### src/rtl/gfbe_pkg.sv
// Shared types, constants and GF(256) helpers for the bit-sliced encode accumulator.
// No dependencies; used by every module under rtl/.
package gfbe_pkg;

	localparam int MAX_LANES_DEF = 256;    // default accumulator depth
	localparam int OUT_DEPTH     = 3;      // result queue entries
	localparam int OUT_LVL_W     = 2;      // holds 0..OUT_DEPTH
	localparam int APB_ADDR_W    = 3;      // byte address of the only register
	localparam int LANES_W       = 9;      // width of lanes_in_use

	localparam logic [7:0] GF_REDUCE = 8'h87;   // x^8 = x^7+x^2+x+1 (poly 0x187)

	// register index codes (word address bit 2 of paddr)
	localparam logic REG_LANES_IN_USE = 1'b0;

	// one product ready for the accumulate stage
	typedef struct packed {
		logic [63:0] prod;
		logic        first;      // overwrite instead of accumulate
		logic        emit;       // deliver the updated entry
		logic        last_lane;  // final byte position of the block
	} acc_req_t;

	// one result word on its way out
	typedef struct packed {
		logic        last_lane;
		logic [7:0]  lane;
		logic [63:0] word;
	} result_t;

	function automatic logic [7:0] gf_double(input logic [7:0] s);
		logic [7:0] r;
		r = {s[6:0], 1'b0};
		if (s[7]) begin
			r = r ^ GF_REDUCE;
		end
		return r;
	endfunction

endpackage

### src/rtl/gfbe_encode_top_dummy_guard.sv
// Holds the lanes_in_use register and the read mux for the APB port of the encode accumulator.
// Depends on gfbe_pkg (register codes, widths).
module gfbe_cfg_regs (
	input  logic                              clk,
	input  logic                              arst_n,
	input  logic                              psel,
	input  logic                              penable,
	input  logic                              pwrite,
	input  logic [gfbe_pkg::APB_ADDR_W-1:0]   paddr,
	input  logic [31:0]                       pwdata,
	output logic [31:0]                       prdata,
	output logic [gfbe_pkg::LANES_W-1:0]      lanes_in_use
);

	logic [gfbe_pkg::LANES_W-1:0] lanes_q;

	always_ff @(posedge clk or negedge arst_n) begin
		if (!arst_n) begin
			lanes_q <= gfbe_pkg::LANES_W'(1);
		end else if (psel && penable && pwrite && (paddr[2] == gfbe_pkg::REG_LANES_IN_USE)) begin
			lanes_q <= pwdata[gfbe_pkg::LANES_W-1:0];
		end
	end

	assign prdata       = (paddr[2] == gfbe_pkg::REG_LANES_IN_USE) ? 32'(lanes_q) : '0;
	assign lanes_in_use = lanes_q;

endmodule

### config.mk
export PLATFORM = sky130hd
export DESIGN_NAME = gfbe_cfg_regs
export DESIGN_NICKNAME = d
export VERILOG_FILES = /design/src/rtl/gfbe_pkg.sv /design/src/rtl/gfbe_encode_top_dummy_guard.sv
export SDC_FILE = /design/constraint.sdc
export NUM_CORES = 1
export LEC_CHECK = 0
export BUFFER_PORTS_ARGS = -buffer_cell sky130_fd_sc_hd__buf_2
export CORE_MARGIN = 5
export CORE_UTILIZATION = 32
export CTS_BUF_LIST = sky130_fd_sc_hd__clkbuf_8
export DETAILED_ROUTE_END_ITERATION = 16
export MAX_ROUTING_LAYER = met4
export PLACE_DENSITY = 0.82
export REMOVE_ABC_BUFFERS = 1
export SETUP_SLACK_MARGIN = 0.4
export SKIP_LAST_GASP = 1
export SYNTH_ARGS = -nofsm -noshare
export SYNTH_HDL_FRONTEND = slang
export SYNTH_SLANG_ARGS = --single-unit
export TNS_END_PERCENT = 20
### constraint.sdc
create_clock -name clk -period 0.8 [get_ports clk]
set_input_delay 0.12 -clock clk [delete_from_list [all_inputs] [get_ports clk]]
set_output_delay 0.12 -clock clk [all_outputs]
set_load 0.02 [all_outputs]
==> impl_summary.md <==
Yosys
In the synthesized netlist, the number of instances is 52. The number of enable flip-flop cells after synthesis is 0. By area the synthesized netlist is led by sky130_fd_sc_hd__dfrtp_1, sky130_fd_sc_hd__buf_4, sky130_fd_sc_hd__mux2_2.

The share of the Yosys chip area taken by registers is 37.3%. Of all cell types, the one taking the most synthesized area is sky130_fd_sc_hd__dfrtp_1. The post-synthesis sequential element count is 9. The share of the synthesized area in the top cell type is 33.0%.

Summing every instance area after synthesis gives 607 um^2. The number of warning messages in the yosys log is 0. The count of cell types in the netlist is 7. Yosys instantiated no cell more often than sky130_fd_sc_hd__buf_4. Ranked by instance count, the synthesized netlist is headed by sky130_fd_sc_hd__buf_4, sky130_fd_sc_hd__and2b_2, sky130_fd_sc_hd__mux2_2. Among all flip-flop cells after synthesis, the most frequent one is sky130_fd_sc_hd__dfrtp_1. Of all flip-flops after synthesis, the portion carrying an async set or reset was 100%.

After synthesis, the mean cell area works out to 11.7 um^2.

Placement
The count of input and output buffers is 32. The minimum setup slack after placement is -0.171 ns. At the end of routability-driven placement, the weighted congestion stood at 0.602.

Detailed placement ended at an HPWL of 1.12 mm.

STA
The post-route clock period utilization is 142%. The clock skew after layout is 0 ns. In the final timing run, aggregate negative setup slack is -4.12 ns. The final setup violation count is 24. The tightest hold path in the finished design has a slack of -0.259 ns. Setup repair after global routing could not meet its margin everywhere. Once routing completed, OpenROAD measured the worst setup slack at -0.333 ns.

The minimum clock period after layout is 1.13 ns. The maximum achievable frequency is 0.883 GHz. The count of final hold-check violations is 9. The number of pins exceeding their max-slew limit in the final report came to 0.

Setup path
Traced cell by cell, the critical path runs through and2b_2, buf_6. For the worst setup path, the data arrival time is 1.01 ns. The biggest fanout along the worst timing path is 3.

The kind of capture point of the worst setup path is a primary output. The kind of start point of the critical path is a flip-flop. The largest individual stage delay along the critical path comes from the cell sky130_fd_sc_hd__dfstp_2. The category of the critical setup timing path is flip-flop to primary output. The peak per-stage delay on the critical path is 0.53 ns. Setup slack on the worst reg-to-reg path comes out at -0.09 ns. For the worst setup path, the data required time is 0.68 ns.

Clock tree
The clock passes through at most 2 buffers. TritonCTS built the clock tree. For the worst-skew pair, the clock arrives at the later sink with an insertion delay of 0.23 ns. The deepest level of the CTS H-tree is 1. The clock sink count is 9. The clock transition at the registers of the reported paths is 0.04 ns. The total clock buffers created by CTS is 3. CTS placed an instance of sky130_fd_sc_hd__clkbuf_8 at the clock tree root.

Global routing
The first-pass GRT wire length is 2.02 mm. The initial antenna violation count came to 0. The largest net degree at the start of global routing is 10. The total grt overflow is 0.

The via count of the first global-routing pass was 428. In the global route stage, overall resource usage came out at 10.6%.

Floorplanning
The initialized floorplan defines 15 standard-cell rows. The width of the chip is 53.5 um. The core region is 1760 um^2.

The floorplan step defined a die boundary enclosing 2870 um^2. The number of top-level pins is 81. The height of the die is 53.5 um.

Once the floorplan was initialized, standard cells occupied 34.4% of the core.

Layout
The filler cells instantiated in the layout total 173. The register with the most flip-flops in the layout has 9 of them. The final layout contains 135 nets. The area overhead of the layout relative to synthesis is 41.0%.

The number of diodes is 0. The post-route netlist has 66.0% of its cells at a drive strength greater than 1. Once layout is complete, the utilization of the core stands at 48.5%. The area used by sequential logic in the layout is 226 um^2. The area taken by multi-input logic gates is 290 um^2.

Pwr
Net switching is 34.9% of the power. The relative contribution of sequential cells to total power is 31.0%. The net switching component of the power is 0.000697 W.

The power per cell area is 2330 nW/um^2. The logic gate share of total power is 44.0%. The leakage power of the design is 0.490 nW. The worst-case IR drop observed on VDD is 0.00111 V. Summing internal, switching and leakage power gives 0.00200 W.

The cell-internal power is 0.00130 W. Of the total power, the clock network draws 25.0%.

Run status
The run finished, with violations left. The checks that failed: hold timing, setup timing.

Detailed routing
For this run, the detailed router's first-pass iteration total came to 1. The remaining design rule violation count is 0. The count of antenna-violating nets left after detailed routing is 0. For this block, the via count after detailed routing is 448. After detailed routing, the average wire length per cell comes to 11.6 um. The overall routed net length is 1.38 mm.

The violation count after the first detailed-route iteration is 0. The via density per instance is 3.76.

Flow run
The total of max-cap violations is 0.

Min path
The worst min-delay path category is input pin to async pin.
==> repair_timing <==
action,4_1_cts,5_1_grt
buffers inserted,4,2
resized for setup,10,6
endpoints found under the setup margin,27,27
hold endpoints to repair,9,8
==> critical path, delay by kind of cell (launching register included) <==
kind | cells | cell delay, ns
flip-flops | 1 | 0.53
AND/OR/NAND/NOR | 1 | 0.15
buffers and inverters | 1 | 0.11
==> through the flow <==
step           std cells  hold WS, ns  cell area [um^2]
2_1_floorplan         51       -0.176               517
3_3_place_gp         109      -0.0261               716
3_5_place_dp         109      -0.0115               716
4_1_cts              117       -0.257               822
5_1_grt              119       -0.245               856
6_report             119       -0.259               856
==> layer usage <==
layer / global-route usage (%) / wire, um
met5: - / 0
met1: 9.85 / 459
met3: 3.60 / 161
met2: 19.2 / 760
met4: 5.11 / 0
==> layout make-up <==
cell class,count,area share [%]
Clock buffer,3,4.82
Sequential cell,9,26.5
Tap cell,25,3.65
Clock inverter,1,0.439
Timing Repair Buffer,39,30.7
Multi-Input combinational cell,42,33.9
==> path summary, 6_finish.rpt <==
kind	endpoint	start	depth (start not counted)
setup reg to reg	lanes_in_use[2]$_DFFE_PN0P_	lanes_in_use[2]$_DFFE_PN0P_	2
min in group clk	lanes_in_use[4]$_DFFE_PN0P_	pwdata[4]	2
setup / recovery	prdata[0]	lanes_in_use[0]$_DFFE_PN1P_	2
hold reg to reg	lanes_in_use[4]$_DFFE_PN0P_	lanes_in_use[4]$_DFFE_PN0P_	1
hold / removal	lanes_in_use[5]$_DFFE_PN0P_	arst_n	1
max in group asynchronous	lanes_in_use[0]$_DFFE_PN1P_	arst_n	1
==> kinds of logic after synthesis <==
| family | after synthesis | share of synthesized area (%) |
|---|---|---|
| buffers and inverters | 23 | 28.5 |
| DFF | 9 | 37.3 |
| muxes | 9 | 16.7 |
| other | 1 | 0.618 |
| and+or+nand+nor | 10 | 16.9 |
==> cell usage in the layout (no fill, tap or decap) <==
cell / synthesis / layout
sky130_fd_sc_hd__buf_2: 0 / 24
sky130_fd_sc_hd__conb_1: 1 / 23
sky130_fd_sc_hd__and2b_2: 9 / 9
sky130_fd_sc_hd__mux2_2: 9 / 9
sky130_fd_sc_hd__dfrtp_1: 8 / 8
sky130_fd_sc_hd__buf_6: 0 / 8
sky130_fd_sc_hd__buf_4: 23 / 7
sky130_fd_sc_hd__clkbuf_8: 0 / 3
sky130_fd_sc_hd__nand4b_4: 1 / 1
sky130_fd_sc_hd__inv_1: 0 / 1
sky130_fd_sc_hd__dfstp_2: 1 / 1
==> power by group through the flow <==
stage	logic, W	clock network, W	registers (W)
2_1_floorplan	0.000332	0	0.000758
3_3_place_gp	0.000689	0	0.000631
3_5_place_dp	0.000699	0	0.000640
4_1_cts	0.000821	0.000524	0.000623
5_1_grt	0.000937	0.000541	0.000636
6_report	0.000878	0.000499	0.000620
No activity file was read; power rests on OpenSTA's default activity.
