===== config.mk =====
export PLATFORM = sky130hd
export DESIGN_NAME = gfbe_result_fifo
export DESIGN_NICKNAME = d
export VERILOG_FILES = /design/src/rtl/gfbe_pkg.sv /design/src/rtl/gfbe_result_fifo.sv
export SDC_FILE = /design/constraint.sdc
export NUM_CORES = 1
export LEC_CHECK = 0
export ABC_AREA = 0
export BUFFER_PORTS_ARGS = -buffer_cell sky130_fd_sc_hd__buf_2
export CAP_MARGIN = 20
export CORE_MARGIN = 1
export CORE_UTILIZATION = 50
export DETAILED_ROUTE_END_ITERATION = 12
export PLACE_DENSITY = 0.73
export REMOVE_ABC_BUFFERS = 1
export SYNTH_ARGS = -nofsm -noshare
export SYNTH_HDL_FRONTEND = slang
export SYNTH_SLANG_ARGS = --single-unit

===== constraint.sdc =====
create_clock -name clk -period 8.7 [get_ports clk]
set_input_delay 2.61 -clock clk [delete_from_list [all_inputs] [get_ports clk]]
set_output_delay 2.61 -clock clk [all_outputs]
set_load 0.01 [all_outputs]

===== src/rtl/gfbe_pkg.sv =====
// Shared types, constants and GF(256) helpers for the bit-sliced encode accumulator.
// No dependencies; used by every module under rtl/.
package gfbe_pkg;

	localparam int MAX_LANES_DEF = 256;    // default accumulator depth
	localparam int OUT_DEPTH     = 3;      // result queue entries
	localparam int OUT_LVL_W     = 2;      // holds 0..OUT_DEPTH
	localparam int APB_ADDR_W    = 3;      // byte address of the only register
	localparam int LANES_W       = 9;      // width of lanes_in_use

	localparam logic [7:0] GF_REDUCE = 8'h87;   // x^8 = x^7+x^2+x+1 (poly 0x187)

	// register index codes (word address bit 2 of paddr)
	localparam logic REG_LANES_IN_USE = 1'b0;

	// one product ready for the accumulate stage
	typedef struct packed {
		logic [63:0] prod;
		logic        first;      // overwrite instead of accumulate
		logic        emit;       // deliver the updated entry
		logic        last_lane;  // final byte position of the block
	} acc_req_t;

	// one result word on its way out
	typedef struct packed {
		logic        last_lane;
		logic [7:0]  lane;
		logic [63:0] word;
	} result_t;

	function automatic logic [7:0] gf_double(input logic [7:0] s);
		logic [7:0] r;
		r = {s[6:0], 1'b0};
		if (s[7]) begin
			r = r ^ GF_REDUCE;
		end
		return r;
	endfunction

endpackage


===== src/rtl/gfbe_result_fifo.sv =====
// Small register queue that holds finished result words until taken.
// Depends on gfbe_pkg (result_t, OUT_DEPTH, OUT_LVL_W).
module gfbe_result_fifo (
	input  logic                              clk,
	input  logic                              arst_n,
	input  logic                              push,
	input  gfbe_pkg::result_t                 din,
	input  logic                              pop,
	output logic                              valid,
	output gfbe_pkg::result_t                 dout,
	output logic [gfbe_pkg::OUT_LVL_W-1:0]    level
);

	localparam int PW = $clog2(gfbe_pkg::OUT_DEPTH);

	gfbe_pkg::result_t ent_q [gfbe_pkg::OUT_DEPTH];
	logic [PW-1:0] wr_ptr_q;
	logic [PW-1:0] rd_ptr_q;
	logic [gfbe_pkg::OUT_LVL_W-1:0] level_q;

	function automatic logic [PW-1:0] ptr_inc(input logic [PW-1:0] p);
		return (p == PW'(gfbe_pkg::OUT_DEPTH - 1)) ? '0 : p + PW'(1);
	endfunction

	always_ff @(posedge clk or negedge arst_n) begin
		if (!arst_n) begin
			wr_ptr_q <= '0;
			rd_ptr_q <= '0;
			level_q  <= '0;
		end else begin
			if (push) begin
				wr_ptr_q <= ptr_inc(wr_ptr_q);
			end
			if (pop) begin
				rd_ptr_q <= ptr_inc(rd_ptr_q);
			end
			unique case ({push, pop})
				2'b10:   level_q <= level_q + gfbe_pkg::OUT_LVL_W'(1);
				2'b01:   level_q <= level_q - gfbe_pkg::OUT_LVL_W'(1);
				default: level_q <= level_q;
			endcase
		end
	end

	always_ff @(posedge clk) begin
		if (push) begin
			ent_q[wr_ptr_q] <= din;
		end
	end

	assign valid = (level_q != '0);
	assign dout  = ent_q[rd_ptr_q];
	assign level = level_q;

	a_level_bound: assert property (@(posedge clk) disable iff (!arst_n)
		level_q <= gfbe_pkg::OUT_LVL_W'(gfbe_pkg::OUT_DEPTH))
		else $error("result queue level beyond depth");

	a_no_overflow: assert property (@(posedge clk) disable iff (!arst_n)
		(level_q == gfbe_pkg::OUT_LVL_W'(gfbe_pkg::OUT_DEPTH)) && !pop |-> !push)
		else $error("push into full result queue");

endmodule


==> out/qor.csv, run 1 <==
metric,value,unit
"Setup violations, final",0,
placed cells,836,
Worst-Margin Slew,0.943,ns
core area,16100,um2
post-synth cell types,21,
worst path bufs/invs,2,
Initial Util,0.521,
Worst Skew,0.00923,ns
internal power,0.00226,W
clk_lat worst skew,0.49,ns
required time worst endpoint,6.09,ns
clock slew at reported path FFs,0.06,ns
H-Tree Depth,1,
fin cells,874,
final wirelength,14900,um
delay of the slowest critical-path stage,0.87,ns
Final Hold Vio Count,0,
layout net count,723,
register bit total from synthesis,225,
Worst Setup Start Kind,flop,
status,"complete, no violations",
Post-synth EDFFs,219,
Comb power frac,0.249,
# DRC,0,
DP HPWL,8950,um
Max transition margin,0.370,
crit share post-route,0.605,
switching power,0.000972,W
Routed WL per cell,17.1,um
hold buffers post-CTS,0,
clk root buf,clkbuf_16,
VDD IR max,235,uV
Ys Warns,0,
PostCTS Resize Cnt,0,
first-pass GRT wire length,23600,um
Vias,4484,
max-slew violations,0,
worst setup path class,flop to primary output,
WHS,0.535,ns
vias per cell,5.13,
"commonest non-fill, non-tap cell in the layout",edfxtp_1,
# port buffers,152,
"critical path, cell by cell",buf_4 > mux2i_1 > o21ai_0 > buf_2,
TritonRoute pass-1 iters,5,
Cells after Synth,486,
PwrDens,323,nW/um2
Hold Path Class,flop to flop,
Die Span X,132,um
clock tree sinks,225,
DR iter-0 viols,303,
Mean Syn Cell Area,17.3,um2
critical path endpoint category,primary output,
routability cong.,0.739,
sequential area share after synthesis,0.802,
cell row count,46,
critical-path cell with the highest stage delay,dfrtp_4,
initial antenna violation count,1,
I/O pin count,153,
"Async S/R FF share, synth",0.0267,
cell area after synthesis,8390,um2
GRT overflow,0,
ANT nets after route,0,
crit path max fanout,40,
Worst Path Arrival,2.65,ns
layout cells sized above 1,0.295,
number of global-route vias before repair,4602,
Area Growth Syn to Fin,19.3,%
min Tclk post-route,5.26,ns
number of setup buffers added after CTS,0,
DIE HEIGHT,132,um
RSZ-0062 raised after global routing,no,
most frequent cells in the layout,"edfxtp_1, buf_2, nand2_1, mux2i_1, o21ai_1",
fmax,0.190,GHz
maximum root-to-sink buffer count,3,
die area,17300,um2
switching fraction of total power,0.301,
Setup TNS,0,ns
leakage dissipation,3.72,nW
CTS tree,built,
All-Layer GR Usage,0.174,
sequential power share,0.471,
Ant. Diodes,0,
clock share of power,0.280,
TritonCTS Buffers,23,
maximum number of pins on one net before global-route repair,76,
Top Family by Delay on Critical Path,flip-flops,
max_cap viols,0,
most common flop cell mapped by yosys,edfxtp_1,
-- metrics by stage --
| stage | utilization | setup slack (ns) | cell area, um2 | power, W |
|---|---|---|---|---|
| 6_report | 0.621 | 3.44 | 10000 | 0.00323 |
| 5_1_grt | 0.621 | 3.23 | 10000 | 0.00340 |
| 4_1_cts | 0.621 | 3.38 | 10000 | 0.00328 |
| 3_5_place_dp | 0.578 | 3.90 | 9320 | 0.00237 |
| 3_3_place_gp | 0.578 | 3.91 | 9320 | 0.00234 |
| 2_1_floorplan | - | 0.0181 | 8210 | 0.00207 |
-- state kept, by name, indices dropped and copies added (netlist names) --
register and cells:
ent_q 219, level 2, rd_ptr_q 2, wr_ptr_q 2
-- power groups by stage --
stage | Sequential [W] | Combinational, W | Clock (W)
6_report | 0.00152 | 0.000807 | 0.000905
3_5_place_dp | 0.00155 | 0.000822 | 0
3_3_place_gp | 0.00154 | 0.000804 | 0
4_1_cts | 0.00153 | 0.000826 | 0.000923
2_1_floorplan | 0.00159 | 0.000482 | 0
5_1_grt | 0.00155 | 0.000882 | 0.000967
-- cells in the mapped netlist, types with 2 or more instances --
cell type	instances	area share
mux2i_1	74	0.088
nor2_1	3	0.0013
xnor2_1	2	0.0021
clkbuf_1	13	0.0058
a21o_1	2	0.0018
o21ai_0	36	0.021
buf_4	6	0.0054
o21ai_1	37	0.022
nand2_1	75	0.034
edfxtp_1	219	0.78
buf_8	4	0.0072
dfrtp_1	6	0.018
-- path summary, 6_finish.rpt --
check | endpoint | start | slack [ns] | depth (start not counted)
min in group asynchronous | rd_ptr_q[0] | arst_n | 1.94 | 1
max reg2reg | ent_q[2][25] | wr_ptr_q[1] | 6.38 | 3
min | level[1] | level[1] | 0.53 | 1
max in group asynchronous | rd_ptr_q[1] | arst_n | 6.59 | 1
max | dout[28] | rd_ptr_q[0] | 3.44 | 4
min reg2reg | level[1] | level[1] | 0.53 | 1
-- logic make-up after synthesis --
group | share of synthesized area
flops | 0.802
simple gates | 0.0371
xor+xnor | 0.00313
mux | 0.0896
compound gates | 0.0453
buf+inv | 0.0218
fa+ha+maj | 0.00149
-- layer usage --
layer | wire length [um] | track usage | up-vias
met5 | 9 | 0 | -
met4 | 252 | 0.0497 | 2
met2 | 7510 | 0.295 | 141
met1 | 6270 | 0.223 | 2164
met3 | 886 | 0.0397 | 24
li1 | - | - | 2153
-- cell type report --
cell class | count | area (um2)
Clock inverter | 11 | 100
Timing Repair Buffer | 159 | 813
Clock buffer | 27 | 591
Multi-Input combinational cell | 235 | 1500
Tap cell | 216 | 270
Inverter | 1 | 3.75
Fill cell | 1178 | 6100
Sequential cell | 225 | 6730
Note: power is estimated with default switching activity, not from simulation.
==> inputs of run 2 (changes only) <==
- clock period: 8.7 -> 5.25 ns (I/O delays scaled with it)
==> run 2 against run 1 <==
Against the previous run: worst hold slack worse by 0.027 ns; setup slack worse by 2.0 ns; sequential share of layout area fell by 0.36 points; utilization is 0.33 points higher; clock power grew 66%; die area is the same; critical endpoint is now dout[66].
==> out/qor.csv, run 2 (same netlist as run 1, synthesis figures left out) <==
metric,value,unit,change
post-placement setup slack,1.88,ns,-2.03 ns
WHS,0.508,ns,-0.0266 ns
Worst Skew,0.0107,ns,+0.00148 ns
TritonRoute pass-1 iters,4,,-1
Largest Register,ent_q,,
max-slew violations,0,,unchanged
placed cell area,9370,um2,+0.54%
"Setup violations, final",0,,unchanged
Max transition margin,0.470,,+0.100
crit path max fanout,81,,+100%
R2R setup slack,3.71,ns,-2.67 ns
Hold Path Class,flop to flop,,
hold path start,level[1],,
VDD IR max,369,uV,+57%
"commonest non-fill, non-tap cell in the layout",edfxtp_1,,
max_cap viols,0,,unchanged
# DRC,0,,unchanged
clock tree sinks,225,,unchanged
clk root buf,clkbuf_16,,
final wirelength,14900,um,-0.35%
Crit Reg-Reg Startpoint,wr_ptr_q[0],,
required time worst endpoint,3.68,ns,-2.41 ns
routability cong.,0.731,,-1.1%
hold buffers post-CTS,0,,unchanged
status,"complete, no violations",,
maximum number of pins on one net before global-route repair,82,,+7.9%
maximum root-to-sink buffer count,3,,unchanged
leakage dissipation,3.75,nW,+0.83%
Die Span X,132,um,unchanged
Ant. Diodes,0,,unchanged
DP HPWL,8960,um,+0.15%
Vias,4467,,-0.38%
core area,16100,um2,unchanged
initial antenna violation count,0,,-1
Worst Path Arrival,2.27,ns,-0.38 ns
DIE HEIGHT,132,um,unchanged
Routed WL per cell,16.9,um,-1.0%
final instance area,10100,um2,+0.54%
All-Layer GR Usage,0.173,,-0.000520
cell row count,46,,unchanged
CTS tree,built,,
total power,0.00539,W,+67%
Worst-Margin Slew,0.795,ns,-0.148 ns
number of setup buffers added after CTS,0,,unchanged
layout net count,726,,+0.41%
RSZ-0062 raised after global routing,no,,
Worst R2R End,ent_q[1][4],,
Initial Util,0.521,,unchanged
clock slew at reported path FFs,0.06,ns,about the same
number of global-route vias before repair,4708,,+2.3%
most frequent cells in the layout,"edfxtp_1, buf_2, nand2_1, mux2i_1, o21ai_1",,
PwrDens,535,nW/um2,+66%
ANT nets after route,0,,unchanged
Worst Setup Start Kind,flop,,
min Tclk post-route,3.84,ns,
worst setup path class,flop to primary output,,
TritonCTS Buffers,22,,-4.3%
Post-Route Utilization,0.625,,+0.00334
Final Hold Vio Count,0,,unchanged
worst reg-to-reg path cell count,2,,-1
# port buffers,152,,unchanged
H-Tree Depth,1,,unchanged
GRT overflow,0,,unchanged
Largest register FFs,219,,unchanged
first-pass GRT wire length,23600,um,unchanged
PostCTS Resize Cnt,0,,unchanged
DR iter-0 viols,383,,+26%
hold path depth,1,,unchanged
clk_lat worst skew,0.49,ns,about the same
Hold EP,level[1],,
layout cells sized above 1,0.297,,+0.00185
Area Growth Syn to Fin,19.9,%,
die area,17300,um2,unchanged
setup ws final,1.41,ns,-2.04 ns
fmax,0.260,GHz,
critical path endpoint category,primary output,,
crit share post-route,0.732,,
I/O pin count,153,,unchanged
vias per cell,5.08,,-1.1%
## run 2: routing by layer
| layer | vias up | track usage | part of all wire |
|---|---|---|---|
| li1 | 2163 | - | - |
| met1 | 2176 | 0.219 | 0.44 |
| met2 | 113 | 0.303 | 0.50 |
| met3 | 15 | 0.0382 | 0.052 |
| met4 | 0 | 0.0420 | 0.011 |
| met5 | - | 0 | 0 |
## run 2: cell type report
type	instances	area, um2
Inverter	1	3.75
Fill cell	1223	6050
Clock inverter	9	88.8
Multi-Input combinational cell	235	1500
Tap cell	216	270
Clock buffer	31	606
Sequential cell	225	6730
Timing Repair Buffer	163	863
## run 2: where the power goes
part / switching, W / leakage [nW] / internal [W]
sequential: 0.000192 / 2.09 / 0.00231
clock: 0.000600 / 0.337 / 0.000900
combinational: 0.000813 / 1.32 / 0.000571
total: 0.00160 / 3.75 / 0.00378
## run 2: critical path, stage by stage, from the launching register on
cell and delay (ns):
dfrtp_4 0.94, buf_4 0.46, nand2_1 0.10, o21ai_1 0.11
buf_2 0.16
## run 2: stage by stage
| stage | TNS [ns] | cells |
|---|---|---|
| 2_1_floorplan | -326.58 | 461 |
| 3_3_place_gp | 0 | 839 |
| 3_5_place_dp | 0 | 840 |
| 4_1_cts | 0 | 880 |
| 5_1_grt | 0 | 880 |
| 6_report | 0 | 880 |
## run 2: how the worst max path moves through the flow
| stage | cells past startpoint | endpoint | start |
|---|---|---|---|
| 6_report | 4 | dout[66] | rd_ptr_q[1] |
| 2_1_floorplan | 2 | ent_q[1][0] | push |
| 5_1_grt | 4 | dout[9] | rd_ptr_q[1] |
| 3_3_place_gp | 4 | dout[25] | rd_ptr_q[0] |
| 3_5_place_dp | 4 | dout[9] | rd_ptr_q[1] |
| 4_1_cts | 4 | dout[9] | rd_ptr_q[1] |
