<file path="config.mk">
export PLATFORM = sky130hd
export DESIGN_NAME = gfbe_bitmatrix
export DESIGN_NICKNAME = d
export VERILOG_FILES = /design/src/rtl/gfbe_pkg.sv /design/src/rtl/gfbe_bitmatrix.sv
export SDC_FILE = /design/constraint.sdc
export NUM_CORES = 1
export LEC_CHECK = 0
export ABC_AREA = 0
export ABC_CLOCK_PERIOD_IN_PS = 2700
export BUFFER_PORTS_ARGS = -buffer_cell sky130_fd_sc_hd__clkbuf_2
export CAP_MARGIN = 25
export CORE_MARGIN = 2
export CORE_UTILIZATION = 40
export DETAILED_ROUTE_END_ITERATION = 8
export PLACE_DENSITY_LB_ADDON = 0.08
export SLEW_MARGIN = 40
export SYNTH_ARGS = -nofsm -noshare
export SYNTH_HDL_FRONTEND = slang
export SYNTH_SLANG_ARGS = --single-unit
</file>
<file path="constraint.sdc">
create_clock -name vclk -period 2.7
set_input_delay 0.27 -clock vclk [all_inputs]
set_output_delay 0.27 -clock vclk [all_outputs]
set_load 0.02 [all_outputs]
</file>
<file path="src/rtl/gfbe_pkg.sv">
// Shared types, constants and GF(256) helpers for the bit-sliced encode accumulator.
// No dependencies; used by every module under rtl/.
package gfbe_pkg;

	localparam int MAX_LANES_DEF = 256;    // default accumulator depth
	localparam int OUT_DEPTH     = 3;      // result queue entries
	localparam int OUT_LVL_W     = 2;      // holds 0..OUT_DEPTH
	localparam int APB_ADDR_W    = 3;      // byte address of the only register
	localparam int LANES_W       = 9;      // width of lanes_in_use

	localparam logic [7:0] GF_REDUCE = 8'h87;   // x^8 = x^7+x^2+x+1 (poly 0x187)

	// register index codes (word address bit 2 of paddr)
	localparam logic REG_LANES_IN_USE = 1'b0;

	// one product ready for the accumulate stage
	typedef struct packed {
		logic [63:0] prod;
		logic        first;      // overwrite instead of accumulate
		logic        emit;       // deliver the updated entry
		logic        last_lane;  // final byte position of the block
	} acc_req_t;

	// one result word on its way out
	typedef struct packed {
		logic        last_lane;
		logic [7:0]  lane;
		logic [63:0] word;
	} result_t;

	function automatic logic [7:0] gf_double(input logic [7:0] s);
		logic [7:0] r;
		r = {s[6:0], 1'b0};
		if (s[7]) begin
			r = r ^ GF_REDUCE;
		end
		return r;
	endfunction

endpackage

</file>
<file path="src/rtl/gfbe_bitmatrix.sv">
// Bit-matrix product of one GF(256) coefficient with eight packed source bytes.
// Depends on gfbe_pkg (gf_double).
module gfbe_bitmatrix (
	input  logic [7:0]  coef,
	input  logic [63:0] word,
	output logic [63:0] prod
);

	logic [7:0] slice [8];

	// expand the coefficient into its eight doubled slices
	always_comb begin
		slice[0] = coef;
		for (int y = 1; y < 8; y++) begin
			slice[y] = gfbe_pkg::gf_double(slice[y-1]);
		end
	end

	// byte y: XOR of source bytes selected by slice y
	always_comb begin
		for (int y = 0; y < 8; y++) begin
			logic [7:0] acc;
			acc = '0;
			for (int b = 0; b < 8; b++) begin
				acc = acc ^ (word[8*b +: 8] & {8{slice[y][b]}});
			end
			prod[8*y +: 8] = acc;
		end
	end

endmodule

</file>
==> results of run 1 <==
cells in the final DEF (no fill, tap or decap), types with 2 or more instances in the layout:
cell	count
xor2_1	96
o22ai_1	15
xnor2_4	2
nand2b_1	4
buf_6	4
nand2_1	415
or2_2	2
nand2_2	4
a22oi_1	14
mux2i_1	3
nand3b_1	3
xor2_4	4
o221ai_1	8
nor3_1	9
clkbuf_2	131
inv_1	2
nor3b_1	15
xnor3_1	25
xnor2_1	265
nor2_1	49
buf_4	61
xor2_2	4
a31oi_1	5
a21oi_1	60
nor2b_1	22
o211ai_1	13
buf_12	13
xnor2_2	11
a311o_1	6
mux2_2	12
o21ai_0	23
cell families (layout without fill, tap and decap cells):
kind of cell / after synthesis / count (layout) / share of synthesized area [%]
and+or+nand+nor: 523 / 523 / 27.36
xor gates and xnor gates: 409 / 409 / 52.18
AOI/OAI and AO/OA: 144 / 144 / 11.29
buffers and inverters: 130 / 212 / 7.034
muxes: 15 / 15 / 2.135
stage by stage:
| stage | setup WS (ns) | setup TNS, ns | cells | hold slack [ns] |
|---|---|---|---|---|
| 2_1_floorplan | 0.1680 | 0 | 1221 | 0.9347 |
| 3_3_place_gp | -0.1759 | -1.114 | 1558 | 1.116 |
| 3_5_place_dp | -0.1966 | -1.349 | 1558 | 1.108 |
| 4_1_cts | 0.008943 | 0 | 1558 | 1.108 |
| 5_1_grt | -0.009700 | -0.01048 | 1563 | 1.156 |
| 6_report | 0.04840 | 0 | 1563 | 1.111 |
Yosys cell counts, types with 3 or more instances:
master	n	share of area [%]
nor3_1	9	0.58
xnor2_1	272	31
a311o_1	6	0.78
nor2b_1	22	1.8
buf_4	4	0.39
o221ai_1	8	0.91
o21ai_0	23	1.5
mux2i_1	3	0.39
a22oi_1	14	1.4
a31oi_1	5	0.40
nor3b_1	15	1.5
o211ai_1	13	1.3
buf_1	23	1.1
xor2_1	101	11
nand2_1	417	20
xnor3_1	25	7.3
nand3b_1	3	0.29
o22ai_1	15	1.2
mux2_2	12	1.7
nand2b_1	4	0.32
clkbuf_1	73	3.5
xnor2_2	6	1.3
nor2_1	49	2.4
buf_2	25	1.6
a21oi_1	60	3.9
layer usage:
layer	vias to the layer above	GRT usage [%]
met5	-	0
met4	0	2.501
met3	15	0.3353
met2	248	45.20
met1	3850	38.00
li1	4001	-
path summary, 6_finish.rpt:
path  cells after the start  endpoint     start  slack, ns
max                       9  prod[57]   coef[7]       0.05
min                       4  prod[38]  word[62]       1.11
layout make-up:
type	instances	area, µm²	share of cell area, %
multi-input combinational	1091	7345	80.68
timing repair buffer	210	1426	15.67
tap	260	325.3	3.573
inverter	2	7.507	0.08246
power by group:
group          total [mW]  internal (mW)  switching, mW
combinational        4.93           2.10           2.83
clock                   0              0              0
sequential              0              0              0
what timing repair did:
item,CTS,global route
setup endpoints to repair,13,20
gates resized for setup,3,23
setup buffers,0,5
pin swaps,1,2
endpoints found under the hold margin,0,0
==> key figures, run 1 <==
Outcome
  • Outcome: completed

STA
  • Max-slew violation count: 0
  • Setup-failing EPs final: 0
  • Fmax: 377.1 MHz
  • Fin crit period: 2.652 ns
  • Max_slew headroom: 48.20%
  • Final Hold Viols: 0
  • Post-route clock period utilization: 98.21%
  • Worst-margin pin slew: 0.7715 ns

Yosys
  • Warning count from the yosys run: 0
  • Syn avg cell area: 6.337 µm²
  • Post-synthesis sequential area ratio: 0%
  • Synth cell types: 34
  • Post-Syn Area: 7737 µm²
  • Synth Instances: 1,221
  • Mapped Nets: 1,293

Setup path
  • Top delay family on crit path: XOR/XNOR gates
  • Max incr delay on CP: roughly 0.47 ns
  • Critical path capture point type: primary output
  • Data required, critical path: 2.43 ns
  • CP arrival: 2.38 ns
  • Max FO, Critical Path: 8
  • Buf+Inv Stages, Crit Path: 3
  • Critical path's most frequent cell: clkbuf_2
  • Crit path cell chain: clkbuf_2, xnor3_2, xnor3_4, buf_4, xnor2_4, o211ai_1, nand2_1, xnor2_1, clkbuf_2
  • Crit path kind: input port to primary output
  • Worst path slowest cell: xnor3_2
  • Setup crit start kind: input port

Cells and area
  • Fin util: 48.35%
  • # clk buffers: 0
  • Share of cells above drive strength 1: 19.26%
  • Synth-to-layout area growth: 17.66%
  • N_diodes: 0
  • # fillers: 1,977
  • FFs & Latches: 0
  • Reg area: 0 µm²
  • Final nets: 1,377
  • Finished Cell Area: 9104 µm²

Global route
  • Vias in the first global route: 7,530
  • First-pass GRT wire length: 42,610 µm
  • Largest net degree at the start of global routing: 36
  • GRT overflow: 0
  • GRT Total Usage: 26.24%
  • Initial antenna violation count: 0

Detailed routing
  • Routed met2 length: 12,690 µm
  • Routed met3 length: 1215 µm
  • DR WL/cell: 17.33 µm
  • DR vias: 8,114
  • Routed WL: 27,090 µm
  • Via-per-instance ratio: 5.191
  • Highest metal used: met4
  • Met1 Wirelength: between 10,000 and 15,000 µm
  • DR pass1 iterations: 7
  • Initial DRC Count: 611
  • DRT antenna net count: 0
  • DRC: 0

Die
  • Row cnt: 50
  • Die width: roughly 140 µm
  • Starting density of the core: between 40% and 50%
  • Die area: 20,470 µm²
  • Core area: 18,830 µm²
  • Die height: 143.1 µm
  • Number of top-level pins: 136

Min path
  • Worst hold-check path type: input port to primary output

Placement
  • Detailed placer's ending HPWL: 19,660 µm
  • Gpl congestion: approximately 0.8
  • PortBufs: 136
  • Placed cell area: roughly 9000 µm²

Pwr
  • Worst vdd ir: 314.0 µV
  • Total chip power: 4.928 mW
  • Cell Pwr Density: 541.3 nW/µm²
  • Leak Pwr: ~4.0 nW

Clock network
  • CTS hold repair buffers: 0

Flow run
  • Max_cap viols: 0
Power figures use the tool's default switching activity.
==> run 2, diff against run 1 <==
--- a/config.mk
+++ b/config.mk
@@ -5,13 +5,14 @@
 export SDC_FILE = /design/constraint.sdc
 export NUM_CORES = 1
 export LEC_CHECK = 0
-export ABC_AREA = 0
+export ABC_AREA = 1
 export ABC_CLOCK_PERIOD_IN_PS = 2700
 export BUFFER_PORTS_ARGS = -buffer_cell sky130_fd_sc_hd__clkbuf_2
 export CAP_MARGIN = 25
 export CORE_MARGIN = 2
 export CORE_UTILIZATION = 40
 export DETAILED_ROUTE_END_ITERATION = 8
+export GPL_TIMING_DRIVEN = 0
 export PLACE_DENSITY_LB_ADDON = 0.08
 export SLEW_MARGIN = 40
 export SYNTH_ARGS = -nofsm -noshare
==> key figures, run 2 <==
Outcome
  • Outcome: completed

Yosys
  • Synth Instances: 1,395 (+14%)
  • Area share of the largest cell type after synthesis: 23.36% (-7.4 points)
  • Most frequent cell after synthesis: nand2_1
  • Top post-synthesis cells by count: nand2_1 (480), xor2_1 (191), nor2_1 (166)
  • Mapped Nets: 1,467 (+13%)
  • Synth area leader: nand2_1
  • Warning count from the yosys run: 0 (unchanged)
  • Post-synthesis sequential area ratio: 0% (unchanged)
  • Top post-synthesis cells by area: nand2_1 (23%), xor2_1 (22%), xnor2_1 (19%)
  • Syn avg cell area: 5.529 µm² (-13%)
  • Post-Syn Area: 7714 µm² (-0.31%)
  • Synth cell types: 31 (-8.8%)

Setup path
  • Worst path slowest cell: nand3_4
  • End point of the critical path: prod[52]
  • Crit path kind: input port to primary output
  • CP arrival: 2.38 ns (about the same)
  • Max FO, Critical Path: 6 (-2)
  • Data required, critical path: 2.43 ns (about the same)
  • Crit path from: coef[6]
  • Max incr delay on CP: 0.17 ns (-0.30 ns)
  • Setup crit start kind: input port
  • Critical path's most frequent cell: nand3_4
  • Crit path cell chain: buf_16, buf_4, nand2_4, nand3_4, nand3_4, nand3_4, nand2_8, nand2_4, nand3_4, nand2_4, buf_12, buf_6, nor2_4, xor2_2, xor2_1, buf_4
  • Critical path capture point type: primary output

Cells and area
  • Reg area: 0 µm² (unchanged)
  • Fin util: 49.36% (+1.0 points)
  • Most frequent cells in the layout: nand2_1 (472), xor2_1 (191), nor2_1 (165), xnor2_1 (164), inv_1 (131)
  • # fillers: 2,120 (+7.2%)
  • Finished Cell Area: 9295 µm² (+2.1%)
  • N_diodes: 0 (unchanged)
  • Share of cells above drive strength 1: 17.52% (-1.7 points)
  • FFs & Latches: 0 (unchanged)
  • Commonest non-fill, non-tap cell in the layout: nand2_1
  • # clk buffers: 0 (unchanged)
  • Final nets: 1,609 (+17%)
  • Synth-to-layout area growth: 20.50%

Detailed routing
  • DRT antenna net count: 0 (unchanged)
  • DR WL/cell: 19.35 µm (+12%)
  • Routed WL: 34,730 µm (+28%)
  • DR vias: 9,182 (+13%)
  • DR pass1 iterations: 5 (-2)
  • Via-per-instance ratio: 5.115 (-1.5%)
  • DRC: 0 (unchanged)
  • Initial DRC Count: 812 (+33%)

Flow run
  • Max_cap viols: 0 (unchanged)

STA
  • Max_slew headroom: 65.47% (+17 points)
  • Setup-failing EPs final: 0 (unchanged)
  • Post-route clock period utilization: 98.31% (+0.10 points)
  • Max-slew violation count: 0 (unchanged)
  • Fmax: 376.7 MHz (-0.10%)
  • RSZ-0062 raised after global routing: yes
  • Fin crit period: 2.654 ns (+0.002776 ns)
  • Final hold slack: 0.9622 ns (-0.1488 ns)
  • Final Hold Viols: 0 (unchanged)
  • Worst-margin pin slew: 0.5179 ns (-0.2535 ns)

Placement
  • Gpl congestion: 0.9628 (+18%)
  • PortBufs: 108 (-21%)
  • Detailed placer's ending HPWL: 23,540 µm (+20%)
  • Placed cell area: 8601 µm² (-3.9%)

Pwr
  • Worst vdd ir: 290.2 µV (-7.6%)
  • Leak Pwr: 4.871 nW (+22%)
  • Total chip power: 4.058 mW (-18%)
  • Cell Pwr Density: 436.6 nW/µm² (-19%)

Min path
  • Worst hold-check path type: input port to primary output
  • WHS Path Cells: 4 (unchanged)

Global route
  • Largest net degree at the start of global routing: 11 (-69%)
  • First-pass GRT wire length: 50,270 µm (+18%)
  • GRT overflow: 0 (unchanged)
  • Vias in the first global route: 8,323 (+11%)
  • Initial antenna violation count: 0 (unchanged)
  • GRT Total Usage: 33.13% (+6.9 points)

Clock network
  • CTS hold repair buffers: 0 (unchanged)

Die
  • Die height: 142.9 µm (-0.15%)
  • Starting density of the core: 40.96% (-0.13 points)
  • Row cnt: 50 (unchanged)
  • Core area: 18,830 µm² (unchanged)
  • Number of top-level pins: 136 (unchanged)
  • Die area: 20,410 µm² (-0.30%)
  • Die width: 142.9 µm (-0.15%)
## run 2: cell count changes in the layout (fill, tap and decap cells not counted), moves of 16 or more
cell | before | now
a21oi_1 | 60 | 0
buf_4 | 61 | 42
buf_6 | 4 | 20
clkbuf_2 | 131 | 104
inv_1 | 2 | 131
nand2_1 | 415 | 472
nand3_1 | 0 | 67
nor2_1 | 49 | 165
nor2b_1 | 22 | 0
o21ai_0 | 23 | 5
xnor2_1 | 265 | 164
xnor3_1 | 25 | 1
xor2_1 | 96 | 191
## run 2: area by class of cell
cell class         instances  area (µm²)  share of cell area, %
repair buffers           141       867.1                  9.328
multi-input cells       1177        7014                  75.46
inverters                148       586.8                  6.313
plain buffers             69       501.7                  5.398
well taps                260       325.3                  3.500
## run 2: stage by stage
stage               TNS [ns]  cells  setup WS [ns]
floorplan                  0   1395         0.3287
global placement      -33.87   1763        -0.7642
detailed placement    -21.29   1763        -0.5278
CTS                 -0.04327   1778       -0.04327
global route         -0.7916   1795       -0.07681
finish                     0   1795        0.04563
## run 2: cells by family after synthesis
logic type             synth area share [%]
XOR/XNOR                              41.87
AO/OA/AOI/OAI                         1.492
buffers and inverters                 11.97
AND/OR/NAND/NOR                       44.67
## run 2: worst min path at each step
stage | startpoint | end
after CTS | word[62] | prod[22]
after floorplan | word[56] | prod[16]
after global placement | word[62] | prod[22]
final | word[62] | prod[22]
after detailed placement | word[62] | prod[22]
after global routing | word[62] | prod[22]
## run 2: worst max-delay path, delay by kind of cell
family	cells	cell delay, ns
and+or+nand+nor	9	1.11
buffers and inverters	5	0.70
xor gates and xnor gates	2	0.29
## run 2: power breakdown
part / total [mW] / switching, mW / internal (mW)
Combinational: 4.06 / 2.58 / 1.48
Sequential: 0 / 0 / 0
Clock: 0 / 0 / 0
Total: 4.06 / 2.58 / 1.48
## run 2: timing repair
action | in CTS | in global routing
endpoints found under the setup margin | 64 | 49
buffers inserted | 15 | 17
gates resized for setup | 55 | 76
pin swaps | 5 | 18
cloned | 0 | 1
## run 2: per-layer routing
layer  share of wire (%)  GRT usage [%]  vias to the layer above  wire, µm
met3                 8.9          2.951                       98      3102
met2                  44          54.12                      474     15270
met5                   0              0                        -         0
li1                    -              -                     4415         -
met4                 5.3          13.86                        0      1833
met1                  42          44.68                     4195     14530
==> run 3, diff against run 2 <==
--- a/config.mk
+++ b/config.mk
@@ -9,11 +9,13 @@
 export ABC_CLOCK_PERIOD_IN_PS = 2700
 export BUFFER_PORTS_ARGS = -buffer_cell sky130_fd_sc_hd__clkbuf_2
 export CAP_MARGIN = 25
-export CORE_MARGIN = 2
+export CORE_MARGIN = 10
 export CORE_UTILIZATION = 40
 export DETAILED_ROUTE_END_ITERATION = 8
+export GPL_ROUTABILITY_DRIVEN = 0
 export GPL_TIMING_DRIVEN = 0
 export PLACE_DENSITY_LB_ADDON = 0.08
+export REMOVE_ABC_BUFFERS = 1
 export SLEW_MARGIN = 40
 export SYNTH_ARGS = -nofsm -noshare
 export SYNTH_HDL_FRONTEND = slang
==> key figures, run 3 (same netlist as run 2, synthesis figures left out) <==
Setup path
  • Critical path capture point type: primary output
  • Setup crit start kind: input port
  • Worst path slowest cell: nand3_4
  • Max FO, Critical Path: 8 (+2)
  • Top delay family on crit path: simple AND/OR/NAND/NOR gates
  • Crit path kind: input port to primary output
  • Max incr delay on CP: 0.19 ns (+0.02 ns)
  • Data required, critical path: 2.43 ns (about the same)
  • Buf+Inv Stages, Crit Path: 4 (-1)
  • CP arrival: 2.43 ns (+0.05 ns)
  • Crit path cell chain: clkbuf_16, clkinvlp_4, nand2_4, nand3_4, nand3_4, nand2_8, nand2_8, nand2_8, nand2_4, nand3_4, nand2_8, nand2_1, nand2_4, nand3_2, nand2_1, nand2_1, nand2_1, inv_1, buf_2

Die
  • Die height: 158.9 µm (+11%)
  • Starting density of the core: 40.96% (unchanged)
  • Core area: 18,830 µm² (unchanged)
  • Row cnt: 50 (unchanged)
  • Die area: 25,240 µm² (+24%)
  • Number of top-level pins: 136 (unchanged)
  • Die width: 158.9 µm (+11%)

Cells and area
  • Synth-to-layout area growth: 21.31%
  • # clk buffers: 0 (unchanged)
  • Reg area: 0 µm² (unchanged)
  • Commonest non-fill, non-tap cell in the layout: nand2_1
  • Area of the multi-input gates: 7136 µm² (+1.7%)
  • Final nets: 1,585 (-1.5%)
  • Most frequent cells in the layout: nand2_1 (463), xor2_1 (191), nor2_1 (165), xnor2_1 (164), inv_1 (131)
  • FFs & Latches: 0 (unchanged)
  • N_diodes: 0 (unchanged)
  • # fillers: 2,066 (-2.5%)
  • Share of cells above drive strength 1: 18.07% (+0.54 points)
  • Post-Layout Cell Count: 1,771 (-1.3%)

STA
  • Post-route clock period utilization: 100.0% (+1.7 points)
  • TNS Setup: -0.0002103 ns (-0.0002103 ns)
  • Worst-margin pin slew: 0.4495 ns (-0.06844 ns)
  • Max_slew headroom: 70.03% (+4.6 points)
  • Final Hold Viols: 0 (unchanged)
  • Fin crit period: 2.700 ns (+0.04584 ns)
  • RSZ-0062 raised after global routing: yes
  • Max-slew violation count: 0 (unchanged)
  • Final worst slack: -0.0002103 ns (-0.04584 ns)
  • Setup-failing EPs final: 1 (+1)
  • Fmax: 370.3 MHz (-1.7%)

Clock network
  • CTS hold repair buffers: 0 (unchanged)

Detailed routing
  • DR pass1 iterations: 7 (+2)
  • DRC: 0 (unchanged)
  • Routed WL: 31,570 µm (-9.1%)
  • DR vias: 8,825 (-3.9%)
  • Initial DRC Count: 585 (-28%)
  • Via-per-instance ratio: 4.983 (-2.6%)
  • DRT antenna net count: 0 (unchanged)
  • DR WL/cell: 17.82 µm (-7.9%)

Pwr
  • Total chip power: 4.038 mW (-0.50%)
  • Cell Pwr Density: 431.5 nW/µm² (-1.2%)
  • Leak Pwr: 4.897 nW (+0.53%)
  • Worst vdd ir: 236.3 µV (-19%)

Global route
  • Largest net degree at the start of global routing: 44 (+33)
  • First-pass GRT wire length: 47,100 µm (-6.3%)
  • GRT overflow: 0 (unchanged)
  • Vias in the first global route: 8,190 (-1.6%)
  • Initial antenna violation count: 0 (unchanged)
  • GRT Total Usage: 22.69% (-10 points)

Placement
  • Inst Count DP: 1,723 (-2.3%)
  • Pre-CTS setup slack: -1.460 ns (-0.9318 ns)
  • PortBufs: 136 (+26%)
  • Detailed placer's ending HPWL: 19,730 µm (-16%)

Min path
  • Worst hold-check path type: input port to primary output

Outcome
  • Violated checks: negative setup slack
  • Outcome: finished with violations

Flow run
  • Max_cap viols: 0 (unchanged)
[run 3: cell types whose count changed in the layout (fill, tap and decap cells not counted), moves of 4 or more]
cell       before  now
buf_6          20   13
clkbuf_16       1    5
nand2_8         9   13
clkbuf_2      104  110
nand2_1       472  463
buf_1           6    0
buf_2          12    4
nand2_2        10   16
clkbuf_1       15    0
clkbuf_4        4    0
[run 3: worst paths after layout]
check | from | end | slack (ns) | cells after the start
max | coef[6] | prod[56] | -0.0002 | 19
min | word[60] | prod[60] | 0.97 | 5
[run 3: tightest hold or removal path, stage by stage]
cell	delay, ns
clkbuf_2	0.12
nand2_2	0.08
nand2_1	0.05
nand2_1	0.06
buf_6	0.12
[run 3: stage by stage]
step / hold slack (ns) / instance area, µm² / utilization [%]
2_1_floorplan: 0.7403 / 7346 / -
3_3_place_gp: 1.001 / 8352 / 44.35
3_5_place_dp: 0.9977 / 8428 / 44.76
4_1_cts: 0.9957 / 8956 / 47.56
5_1_grt: 1.013 / 9358 / 49.69
6_report: 0.9673 / 9358 / 49.69
[run 3: final cells by class]
cell class / instances / area share (%)
inverter: 148 / 6.458
multi-input combinational: 1181 / 76.25
tap: 260 / 3.476
timing repair buffer: 182 / 13.81
[run 3: power by group]
| part | leakage, nW | total, mW | switching (mW) | internal (mW) |
|---|---|---|---|---|
| clock network | 0 | 0 | 0 | 0 |
| logic | 4.90 | 4.04 | 2.54 | 1.50 |
| registers | 0 | 0 | 0 | 0 |
[run 3: metal layers]
layer / vias to the layer above / wire length (µm) / GRT usage (%)
met3: 53 / 2128 / 2.195
met4: 0 / 771 / 4.128
li1: 4377 / - / -
met1: 4060 / 14130 / 30.42
met5: - / 0 / 0
met2: 335 / 14540 / 38.69
[run 3: repair_timing]
item	in CTS	in global routing
gates cloned	3	4
buffers inserted	33	8
gates resized for setup	48	93
hold endpoints to repair	0	0
pin swaps	11	23
setup endpoints to repair	48	31
